`src/rtl/sdlc_frame_checker_crc16_unit_macros.svh`:
```
// assertion macros used by the frame checker rtl
`ifndef SDLC_FRAME_CHECKER_CRC16_UNIT_MACROS_SVH
`define SDLC_FRAME_CHECKER_CRC16_UNIT_MACROS_SVH

// same-cycle implication, disabled while in reset
`define SFC_ASSERT_IMPL(label, clk, rst_n, ante, cons) \
  label: assert property (@(posedge clk) disable iff (!rst_n) (ante) |-> (cons)) \
    else $error("frame checker assertion failed");

// next-cycle implication, disabled while in reset
`define SFC_ASSERT_NEXT(label, clk, rst_n, ante, cons) \
  label: assert property (@(posedge clk) disable iff (!rst_n) (ante) |=> (cons)) \
    else $error("frame checker assertion failed");

`endif

```
`src/rtl/sfc_pkg.sv`:
```
// types, constants and crc function for the sdlc frame checker
`timescale 1ns / 1ps
`default_nettype none

package sfc_pkg;

  localparam int MAX_FRAME_BYTES_DEF = 4096;
  localparam int HDR_BYTES = 3;
  localparam int FCS_BYTES = 2;
  localparam int MIN_FRAME = 5;
  localparam int LEN_W = 12;
  localparam logic [LEN_W-1:0] LEN_CAP = 12'hFFF;
  localparam logic [15:0] CRC_INIT = 16'hFFFF;
  localparam logic [15:0] CRC_POLY = 16'h8408;
  localparam int OUT_DEPTH = 4;
  localparam int OUT_PTR_W = 2;

  typedef enum logic {
    KIND_DATA = 1'b0,
    KIND_EOF  = 1'b1
  } item_kind_t;

  typedef enum logic [1:0] {
    VERDICT_OK        = 2'd0,
    VERDICT_TOO_SHORT = 2'd1,
    VERDICT_CRC_BAD   = 2'd2,
    VERDICT_TOO_LONG  = 2'd3
  } verdict_t;

  typedef struct packed {
    logic [7:0] frame_byte;
    logic       end_of_frame;
  } in_req_t;

  typedef struct packed {
    item_kind_t       item_kind;
    logic [7:0]       payload_byte;
    logic [7:0]       station_address;
    logic [7:0]       control_byte;
    logic [7:0]       type_byte;
    logic [LEN_W-1:0] payload_length;
    verdict_t         verdict;
    logic             run_last;
  } out_req_t;

  function automatic logic [15:0] crc_byte(input logic [15:0] crc, input logic [7:0] b);
    logic [15:0] c;
    c = crc ^ {8'h00, b};
    for (int i = 0; i < 8; i++) begin
      c = c[0] ? ((c >> 1) ^ CRC_POLY) : (c >> 1);
    end
    return c;
  endfunction

endpackage

`default_nettype wire

```
`src/rtl/sdlc_frame_checker_crc16_unit.sv`:
```
// top level of the sdlc frame checker with crc-16/x-25 fcs check
// usage:
//   in_valid/in_ready/in_data carry one frame byte per request, end_of_frame
//   set on the last byte of a frame. out_valid/out_ready/out_data carry
//   results: data bytes (passed on two bytes late, once past the header) and
//   one verdict per frame with header fields, payload length and status.
//   a downstream user discards the streamed data when the verdict is not ok.
// path: a taken input request waits in the input register, then moves into
//   the four-entry output queue when that register advances.
// throughput: one input request per cycle unless stalled; the byte-wide crc
//   update, length counter and header capture fit the single stage between
//   the input register and the output queue. a final byte that also releases
//   a data byte adds two results, so the output side sets the pace then.
// reset: synchronous, active low; clears the crc to 0xffff, the byte count,
//   the overlong flag, the input valid bit and the queue pointers and count.
// stall: when out_ready stays low the queue fills; the input stage holds and
//   in_ready drops when it is full and fewer than two entries are free.
`timescale 1ns / 1ps
`default_nettype none

`include "sdlc_frame_checker_crc16_unit_macros.svh"

module sdlc_frame_checker_crc16_unit #(
  parameter int MAX_FRAME_BYTES = sfc_pkg::MAX_FRAME_BYTES_DEF
) (
  input  wire              clk,
  input  wire              rst_n,
  input  wire              in_valid,
  output logic             in_ready,
  input  wire sfc_pkg::in_req_t in_data,
  output logic             out_valid,
  input  wire              out_ready,
  output sfc_pkg::out_req_t out_data
);

  localparam int CNT_W = $clog2(MAX_FRAME_BYTES + 1);
  localparam int EXT_W = (CNT_W > sfc_pkg::LEN_W) ? CNT_W : sfc_pkg::LEN_W;
  localparam int DEPTH = sfc_pkg::OUT_DEPTH;
  localparam int PTR_W = sfc_pkg::OUT_PTR_W;
  localparam int QCNT_W = PTR_W + 1;

  // input register
  logic             in_vld_r;
  sfc_pkg::in_req_t in_q_r;

  // frame state
  logic [15:0]      crc_r, crc_nxt;
  logic [CNT_W-1:0] bytes_seen_r, bytes_seen_nxt;
  logic             overlong_r, overlong_nxt;
  logic [7:0]       hold_r [2];
  logic [7:0]       hdr_r [3];

  // output queue
  sfc_pkg::out_req_t q_mem [DEPTH];
  logic [PTR_W-1:0]  wr_ptr_r, rd_ptr_r;
  logic [QCNT_W-1:0] cnt_r, cnt_nxt;

  logic              go;
  logic              pop;
  logic [CNT_W-1:0]  p;
  logic [7:0]        b;
  logic              eof;
  logic [15:0]       crc_upd;
  logic              has_data;
  logic [CNT_W-1:0]  len;
  logic [EXT_W-1:0]  diff;
  logic [15:0]       got;
  sfc_pkg::verdict_t vd;
  sfc_pkg::out_req_t data_res, eof_res;
  logic [1:0]        push_n;

  assign go  = in_vld_r && (cnt_r <= QCNT_W'(DEPTH - 2));
  assign pop = out_valid && out_ready;
  assign in_ready = !in_vld_r || go;

  assign out_valid = (cnt_r != '0);
  assign out_data  = q_mem[rd_ptr_r];

  assign p   = bytes_seen_r;
  assign b   = in_q_r.frame_byte;
  assign eof = in_q_r.end_of_frame;

  always_comb begin
    crc_upd  = (p >= CNT_W'(sfc_pkg::FCS_BYTES)) ? sfc_pkg::crc_byte(crc_r, hold_r[0]) : crc_r;
    has_data = (p >= CNT_W'(sfc_pkg::HDR_BYTES + sfc_pkg::FCS_BYTES));

    if (p >= CNT_W'(MAX_FRAME_BYTES)) begin
      len          = p;
      overlong_nxt = 1'b1;
    end else begin
      len          = p + CNT_W'(1);
      overlong_nxt = overlong_r;
    end

    diff = EXT_W'(len) - EXT_W'(sfc_pkg::MIN_FRAME);
    got  = {b, hold_r[1]};

    if (overlong_nxt) begin
      vd = sfc_pkg::VERDICT_TOO_LONG;
    end else if (~crc_upd != got) begin
      vd = sfc_pkg::VERDICT_CRC_BAD;
    end else begin
      vd = sfc_pkg::VERDICT_OK;
    end

    data_res              = '0;
    data_res.item_kind    = sfc_pkg::KIND_DATA;
    data_res.payload_byte = hold_r[0];
    data_res.verdict      = sfc_pkg::VERDICT_OK;
    data_res.run_last     = !eof;

    eof_res           = '0;
    eof_res.item_kind = sfc_pkg::KIND_EOF;
    eof_res.run_last  = 1'b1;
    if (len < CNT_W'(sfc_pkg::MIN_FRAME)) begin
      eof_res.verdict = sfc_pkg::VERDICT_TOO_SHORT;
    end else begin
      eof_res.station_address = hdr_r[0];
      eof_res.control_byte    = hdr_r[1];
      eof_res.type_byte       = hdr_r[2];
      eof_res.payload_length  = (diff > EXT_W'(sfc_pkg::LEN_CAP)) ? sfc_pkg::LEN_CAP
                                                                  : diff[sfc_pkg::LEN_W-1:0];
      eof_res.verdict         = vd;
    end

    if (eof) begin
      crc_nxt        = sfc_pkg::CRC_INIT;
      bytes_seen_nxt = '0;
    end else begin
      crc_nxt        = crc_upd;
      bytes_seen_nxt = len;
    end

    push_n  = go ? ({1'b0, has_data} + {1'b0, eof}) : 2'd0;
    cnt_nxt = cnt_r + QCNT_W'(push_n) - QCNT_W'(pop);
  end

  // control state
  always_ff @(posedge clk) begin
    if (!rst_n) begin
      in_vld_r     <= 1'b0;
      crc_r        <= sfc_pkg::CRC_INIT;
      bytes_seen_r <= '0;
      overlong_r   <= 1'b0;
      wr_ptr_r     <= '0;
      rd_ptr_r     <= '0;
      cnt_r        <= '0;
    end else begin
      if (in_ready) begin
        in_vld_r <= in_valid;
      end
      if (go) begin
        crc_r        <= crc_nxt;
        bytes_seen_r <= bytes_seen_nxt;
        overlong_r   <= eof ? 1'b0 : overlong_nxt;
        wr_ptr_r     <= wr_ptr_r + PTR_W'(push_n);
      end
      if (pop) begin
        rd_ptr_r <= rd_ptr_r + PTR_W'(1);
      end
      cnt_r <= cnt_nxt;
    end
  end

  // payload registers
  always_ff @(posedge clk) begin
    if (in_ready && in_valid) begin
      in_q_r <= in_data;
    end
    if (go) begin
      hold_r[0] <= hold_r[1];
      hold_r[1] <= b;
      for (int i = 0; i < sfc_pkg::HDR_BYTES; i++) begin
        if (p == CNT_W'(i)) begin
          hdr_r[i] <= b;
        end
      end
      if (has_data) begin
        q_mem[wr_ptr_r] <= data_res;
        if (eof) begin
          q_mem[wr_ptr_r + PTR_W'(1)] <= eof_res;
        end
      end else if (eof) begin
        q_mem[wr_ptr_r] <= eof_res;
      end
    end
  end

  `SFC_ASSERT_IMPL(a_queue_bound, clk, rst_n, 1'b1, cnt_r <= QCNT_W'(DEPTH))
  `SFC_ASSERT_IMPL(a_overlong_sat, clk, rst_n, overlong_r, bytes_seen_r == CNT_W'(MAX_FRAME_BYTES))
  `SFC_ASSERT_NEXT(a_eof_clears, clk, rst_n, go && eof, bytes_seen_r == '0 && !overlong_r)
  `SFC_ASSERT_NEXT(a_pop_only, clk, rst_n, pop && !go, cnt_r == $past(cnt_r) - QCNT_W'(1))

endmodule

`default_nettype wire
```
`config.mk`:
```
export PLATFORM = sky130hd
export DESIGN_NAME = sdlc_frame_checker_crc16_unit
export DESIGN_NICKNAME = d
export VERILOG_FILES = /design/src/rtl/sfc_pkg.sv /design/src/rtl/sdlc_frame_checker_crc16_unit.sv
export VERILOG_INCLUDE_DIRS = /design/src /design/src/rtl
export SDC_FILE = /design/constraint.sdc
export NUM_CORES = 1
export LEC_CHECK = 0
export BUFFER_PORTS_ARGS = -buffer_cell sky130_fd_sc_hd__buf_4
export CAP_MARGIN = 20
export CORE_MARGIN = 5
export CORE_UTILIZATION = 50
export CTS_CLUSTER_SIZE = 30
export DETAILED_ROUTE_END_ITERATION = 8
export PLACE_DENSITY = 0.67
export SLEW_MARGIN = 0
export SYNTH_ARGS = -nofsm -noshare
export SYNTH_HDL_FRONTEND = slang
export SYNTH_SLANG_ARGS = --single-unit
export TNS_END_PERCENT = 100
```
`constraint.sdc`:
```
create_clock -name clk -period 7.8 [get_ports clk]
set_input_delay 0 -clock clk [delete_from_list [all_inputs] [get_ports clk]]
set_output_delay 0 -clock clk [all_outputs]
set_load 0.01 [all_outputs]
```
-- After elaboration in Yosys (flattened, before gate mapping)
Memory sizes are Yosys's and may differ from the RTL's. A register that Yosys moved wholly into a read port is not among the register bits.
Index checks and enable logic that the tools add are counted.
- logic and storage cells: 100
- memories kept: 3
- output and inout port bits: 50
- memory bits (writable): 232
- register bits after elaboration: 47
- bits of input ports: 13
- memories (memory ; depth ; width ; read ports ; clocked after Yosys merged registers in ; wr ports ; RTL line ; RTL):
    q_mem ; 4 ; 48 ; 1 ; 1 ; 2 ; sdlc_frame_checker_crc16_unit.sv:54 ; sfc_pkg::out_req_t q_mem [DEPTH];
    hdr_r ; 3 ; 8 ; 3 ; 0 ; 1 ; sdlc_frame_checker_crc16_unit.sv:51 ; logic [7:0] hdr_r [3];
    hold_r ; 2 ; 8 ; 2 ; 0 ; 2 ; sdlc_frame_checker_crc16_unit.sv:50 ; logic [7:0] hold_r [2];
- bitwise gates (word level): 11
- reductions and logical operators: 10
- equal/unequal tests: 3
- add/sub/neg operators: 8
- $lt $le $gt $ge: 6
- multiplexer cells: 50
- operator list (kind ; number):
    $mux W16 ; 10
    $mux W48 ; 1
    $mux W36 ; 1
    $mux W13 ; 2
    $mux W1 ; 25
    $not A2 Y3 ; 8
    $mux W2 ; 8
    $mux W8 ; 2
    $ne A16 B16 Y1 ; 1
    $not A16 Y16 ; 1
    $reduce_or A8 Y1 ; 2
    $xor A16 B8 Y16 ; 1
    $add A13 B1 Y13 const B ; 1
    $eq A13 B1 Y1 const B ; 1
    $eq A13 B2 Y1 const B ; 1
    $ge A13 B13 Y1 const B ; 1
    $ge A13 B2 Y1 const B ; 1
    $ge A13 B3 Y1 const B ; 1
    $gt A13 B12 Y1 const B ; 1
    $logic_not A13 Y1 ; 1
    $lt A13 B3 Y1 const B ; 1
    $sub A13 B3 Y13 const B ; 1
    $mux W12 ; 1
    $add A2 B1 Y2 const B ; 2
    other kinds (10) ; 13

-- Longest topological paths before layout
Gate-level depths: netlist of run 1.
An unclocked memory read counts as a cell.
- depth after elaboration: 25
- gate-level depth with buffers: 15
- depth with buffers taken out: 14

-- Worst setup path before layout of run 1
Ideal clock, no wire load.
- path type: reg2reg
- start point: register bytes_seen_r[6]
- end point: memory q_mem[0][10] (netlist name) (enable)
- library setup time: 0.486 ns
- slack: 3.335 ns
- data required time: 7.314 ns
- clock period less this slack: 4.465 ns
- path buffers: 1
- data arrival time: 3.979 ns
- stages on the path, launching flop included: 8
- cells stage by stage: dfxtp_1 > nor4_1 > and3_1 > buf_6 > nand2_1 > ha_1 > nand2_1 > o21ai_0
- RTL lines (what ; RTL line ; RTL):
    start, declared ; sdlc_frame_checker_crc16_unit.sv:48 ; logic [CNT_W-1:0] bytes_seen_r, bytes_seen_nxt;
    start signal, assigned ; sdlc_frame_checker_crc16_unit.sv:154 ; bytes_seen_r <= bytes_seen_nxt;
    end, declared ; sdlc_frame_checker_crc16_unit.sv:54 ;

==> flow_summary.yaml, run 1 <==
detailed_routing:
  first_pass_iters: 5
  route.detailed.vias_per_inst: 5.65
  drtIter0Drc: 712
  wirelength_um: 28000
  routedWlPerCell_um: 19.6
  ant_nets: 0
  vias: 8074
  drc: 0
grt:
  grt_max_degree: 49
  antenna_found_initial: 0
  grt_pass1_vias: 7960
  gr-usage-all-layers_pct: 19.5
  grt_pass1_wl_um: 45000
  overflow: 0
layout:
  drive_above_1_share_pct: 17.6
  fillers: 2177
  layout_commonest_cell: "edfxtp_1"
  layout.nets: 1095
  final_area_mm2: 0.0147
  syn2layout_area_growth_pct: 13.3
  final_cell_mix: "edfxtp_1, nor2_1, and2_1"
  layout.cells.non_filler: 1428
  num_antenna_cells: 0
clock_tree:
  cts_buffer_depth: 3
  clock_latency_ns: 0.55
  cts-resized-gates: 0
  cts_made_buffers: 29
  htree_levels: 1
  cts.sinks: 281
  cts_tree: "built"
  cts-root-buf: "clkbuf_16"
  clk_pin_slew_worst_paths_ns: 0.06
critical_path:
  critPathKind: "reg -> reg"
  start_kind: "flop"
  end_kind: "flop"
  r2r_setup_slack_ns: 3.78
  cp_data_arrival_time_ns: 4.26
  worstPathMaxFanout: 20
  crit_required_ns: 8.04
timing:
  rsz0062_at_grt: "no"
  whs_ns: 0.172
  period_share_pct: 51.5
  max_freq_mhz: 249
  tightest_slew_ns: 1.06
  hold_viol: 0
  setup_viol: 0
  fin_skew_ns: 0.0138
  final.min_clock_period_ns: 4.02
  setup-tns-final_ns: 0
  max_slew_margin_pct: 29.4
  worst_slack_ns: 3.78
  drv_slew: 0
status:
  status: "finished clean"
place:
  dp_worst_setup_slack_ns: 3.59
  dp_cells: 1360
  io_buffers: 62
  dp_hpwl_um: 18000
  postPlaceCellArea_mm2: 0.0137
  finalWeightedCongestion: 0.838
floorplanning:
  core_region_area_mm2: 0.0258
  die_x_um: 171
  row_count: 59
  die_h_um: 171
  ios: 63
  die_area_mm2: 0.0293
  start_util_pct: 50.2
logic_synthesis:
  synthTopCellsByArea: "edfxtp_1, dfxtp_1, mux4_2"
  syn_inst: 1015
  syn_nets: 1040
  synth.ff_latch_count: 281
  synth_edf_count: 201
  yosysTopAreaCell: "edfxtp_1"
  synth-seq-area-share_pct: 58.9
  synth_cell_types: 70
  synth_top_area_share_pct: 46.5
  synth-warning-count: 0
  synthFlopType: "edfxtp_1"
  synth_area_per_cell_um2: 12.8
  async_flop_share_pct: 0
  netlist_area_mm2: 0.0130
power:
  p_leak_uw: 0.00557
  ir_worst_vdd_uv: 178
  power_density_mw_per_mm2: 261
flow_run:
  cap_viol_max_count: 0
hold_path:
  worstHoldPathType: "in -> reg"
[power by group]
group          total [µW]  leakage, µW  switching (µW)  internal (µW)
Clock                1280     0.000429             555            726
Combinational         737      0.00256             322            415
Sequential           1820      0.00258             130           1690
Total                3840      0.00557            1010           2840
[worst max-delay path, cell delays in order, from the launching register on]
cell,delay [ns]
dfxtp_1,0.45
nor4_1,0.44
and3_1,0.45
nand2_1,0.16
inv_1,0.09
ha_1,0.22
nor2_1,0.08
nor2_1,0.20
nand3_1,0.60
nand2b_2,0.74
buf_12,0.26
[sequential cells by signal (all words and copies together) (netlist names), named ones only]
signal        cells
eof               1
wr_ptr_r          2
crc_r            16
hold_r           16
hdr_r            24
q_mem           192
cnt_r             3
rd_ptr_r          2
bytes_seen_r     13
overlong_r        1
in_vld_r          1
b                 8
[area by class of cell]
cell class	count	area, µm²	area share [%]
sequential	281	7640	52.0
timing repair buffer	83	682	4.64
clock inverter	11	56.3	0.383
inverter	14	52.6	0.358
tap	335	419	2.85
clock buffer	43	821	5.59
multi-input combinational	661	5020	34.2
[Yosys cell counts, types with 4 or more instances]
cell and number:
a21oi_1 21, mux4_2 48, inv_1 13, nor2_2 5
o21ai_0 24, edfxtp_1 201, buf_6 4, nand3b_1 5
nand3_1 9, buf_2 15, o211ai_1 4, nand2b_1 6
nor3_1 17, and3_1 7, xor2_1 20, dfxtp_1 80
mux2i_1 35, or2_2 5, o22ai_1 17, nand4_1 4
nor3b_1 4, nor2b_1 12, and2_1 120, xnor2_1 33
clkbuf_1 31, ha_1 11, a211o_1 4, o31ai_1 4
or3_1 7, a21boi_0 6, buf_1 7, a22oi_1 4
nor2_1 121, nand2_1 57
[stage by stage]
| step | util, % | total power (µW) |
|---|---|---|
| 6_report | 56.9 | 3840 |
| 4_1_cts | 56.9 | 3890 |
| 2_1_floorplan | - | 2290 |
| 3_5_place_dp | 53.0 | 2600 |
| 3_3_place_gp | 52.8 | 2590 |
| 5_1_grt | 56.9 | 4020 |
[cells by family (layout without fill, tap and decap cells)]
logic type	after synthesis	after routing	synth area share, %
AO/OA/AOI/OAI	106	106	5.62
flip-flops	281	281	58.9
AND/OR/NAND/NOR	400	400	16.3
multiplexers	85	85	11.2
buffers and inverters	73	151	2.55
adder cells (fa/ha/maj)	12	12	1.22
XOR/XNOR	58	58	4.26
[routing by layer]
metal	routed length [µm]	vias up	track usage, %	share of wire, %
met4	595	0	4.00	2.1
met3	1530	43	2.82	5.5
met2	13500	227	32.2	48
met5	0	-	0	0
met1	12400	4007	27.9	44
li1	-	3797	-	-
[path summary, 6_finish.rpt]
path                                                   to                    startpoint  cells past startpoint
worst max register to register     q_mem[3][15]$_DFFE_PP_  bytes_seen_r[9]$_SDFFE_PN0P_                     10
worst max-delay path               q_mem[3][15]$_DFFE_PP_  bytes_seen_r[9]$_SDFFE_PN0P_                     10
worst min register to register  q_mem[0][47]$_SDFFE_PP1P_     q_mem[0][47]$_SDFFE_PP1P_                      2
worst min-delay path                       b[0]$_DFFE_PP_                    in_data[1]                      2
[what timing repair did]
item	in CTS	in global routing
hold endpoints to repair	49	0
hold buffers	13	0
buffers inserted	0	0
Note: power is estimated with default switching activity, not from simulation.
==> run 2: changes to the inputs <==
==> constraint.sdc (replaced) <==
create_clock -name clk -period 4 [get_ports clk]
set_input_delay 0 -clock clk [delete_from_list [all_inputs] [get_ports clk]]
set_output_delay 0 -clock clk [all_outputs]
set_load 0.01 [all_outputs]
==> run 2 against run 1 <==
Sequential share of layout area shrank 0.72 points. First-iteration DRC count shrank 11%. Via count is 0.35% higher. Clock power increased by 110%. Final cell count increased by 0.91%. Total power grew 100%. Critical path type unchanged. Largest power group unchanged.
==> flow_summary.yaml, run 2 (same netlist as run 1, synthesis figures left out) <==
clock_tree:
  cts.sinks: 281
  clock_latency_ns: 0.55
  postCtsHoldBufs: 13
  cts_made_buffers: 29
  htree_levels: 1
  cts_tree: "built"
  postCtsSetupBuffers: 0
  cts-resized-gates: 0
  clk_pin_slew_worst_paths_ns: 0.07
  cts_buffer_depth: 3
  cts-root-buf: "clkbuf_16"
detailed_routing:
  vias: 8102
  drc: 0
  route.detailed.vias_per_inst: 5.62
  ant_nets: 0
  first_pass_iters: 5
  drtIter0Drc: 637
  wirelength_um: 28700
  routedWlPerCell_um: 19.9
critical_path:
  crit_required_ns: 4.29
  start_kind: "flop"
  critPathMostFrequentCell: "ha_1"
  crit_family: "compound AO/OA/AOI/OAI gates"
  end_kind: "flop"
  cp_data_arrival_time_ns: 3.79
  cp_cell_sequence: "inv_1 > ha_1 > mux2i_1 > ha_1 > nor2b_1 > o21ai_0 > o211ai_1 > and2b_1 > nand4_1 > xor2_2 > a2111oi_4 > nor2_1"
  critPathKind: "reg -> reg"
  max_stage_delay_ns: 0.57
  worstPathMaxFanout: 12
  crit_buf_inv: 1
  slowest_stage: "dfxtp_1"
timing:
  worst_slack_ns: 0.499
  fin_skew_ns: 0.0251
  setup-tns-final_ns: 0
  max_slew_margin_pct: 42.9
  final.min_clock_period_ns: 3.50
  max_freq_mhz: 286
  drv_slew: 0
  period_share_pct: 87.5
  tightest_slew_ns: 0.853
  setup_viol: 0
  rsz0062_at_grt: "no"
  hold_viol: 0
layout:
  num_antenna_cells: 0
  layout.nets: 1110
  utilization_pct: 57.7
  largest_reg_flops: 192
  syn2layout_area_growth_pct: 14.9
  top_register: "q_mem"
  biggestRegsByFlops: "q_mem: 192 flops, hdr_r: 24 flops"
  fillers: 2156
  final_cell_mix: "edfxtp_1, nor2_1, and2_1"
  layout.cells.non_filler: 1441
  layout_commonest_cell: "edfxtp_1"
  drive_above_1_share_pct: 19.1
  final_area_mm2: 0.0149
place:
  dp_cells: 1376
  dp_worst_setup_slack_ns: 0.571
  finalWeightedCongestion: 0.886
  io_buffers: 62
  dp_hpwl_um: 17700
  postPlaceCellArea_mm2: 0.0138
floorplanning:
  start_util_pct: 50.2
  core_region_area_mm2: 0.0258
  row_count: 59
  die_h_um: 171
  ios: 63
  die_area_mm2: 0.0293
  die_x_um: 171
power:
  ir_worst_vdd_uv: 398
  p_leak_uw: 0.00568
  power_density_mw_per_mm2: 518
hold_path:
  worstHoldPathType: "in -> reg"
grt:
  gr-usage-all-layers_pct: 20.0
  antenna_found_initial: 0
  grt_pass1_wl_um: 45900
  overflow: 0
  grt_pass1_vias: 8166
  grt_max_degree: 39
flow_run:
  cap_viol_max_count: 0
status:
  status: "finished clean"
[run 2: path summary, 6_finish.rpt]
| path | from | slack (ns) | depth (start not counted) | endpoint |
|---|---|---|---|---|
| worst max-delay path | bytes_seen_r[1]$_SDFFE_PN0P_ | 0.50 | 12 | q_mem[1][12]$_DFFE_PP_ |
| worst min-delay path | in_data[8] | 0.19 | 2 | b[7]$_DFFE_PP_ |
| worst max register to register | bytes_seen_r[1]$_SDFFE_PN0P_ | 0.50 | 12 | q_mem[1][12]$_DFFE_PP_ |
| worst min register to register | q_mem[0][47]$_SDFFE_PP1P_ | 0.45 | 2 | q_mem[0][47]$_SDFFE_PP1P_ |
[run 2: metal layers]
metal	vias up	routed length [µm]	GRT usage [%]	share of wire, %
li1	3813	-	-	-
met1	4025	12800	28.5	45
met2	224	13800	33.1	48
met3	40	1390	2.26	4.8
met4	0	711	5.30	2.5
met5	-	0	0	0
[run 2: stage by stage]
step	hold WS [ns]	power [µW]
floorplan	0.0989	4460
global placement	0.178	5080
detailed placement	0.179	5090
CTS	0.157	7810
global route	0.179	8060
finish	0.188	7720
[run 2: power breakdown]
part / switching [µW] / internal (µW) / total, µW
clock network: 1120 / 1590 / 2710
logic: 658 / 822 / 1480
registers: 228 / 3300 / 3530
[run 2: cell type report]
cell class,count,area (µm²),share of cell area (%)
Multi-Input combinational cell,661,5020,33.7
Tap cell,335,419,2.81
Timing Repair Buffer,98,818,5.49
Sequential cell,281,7640,51.3
Clock buffer,35,748,5.02
Inverter,14,52.6,0.353
Clock inverter,17,199,1.34
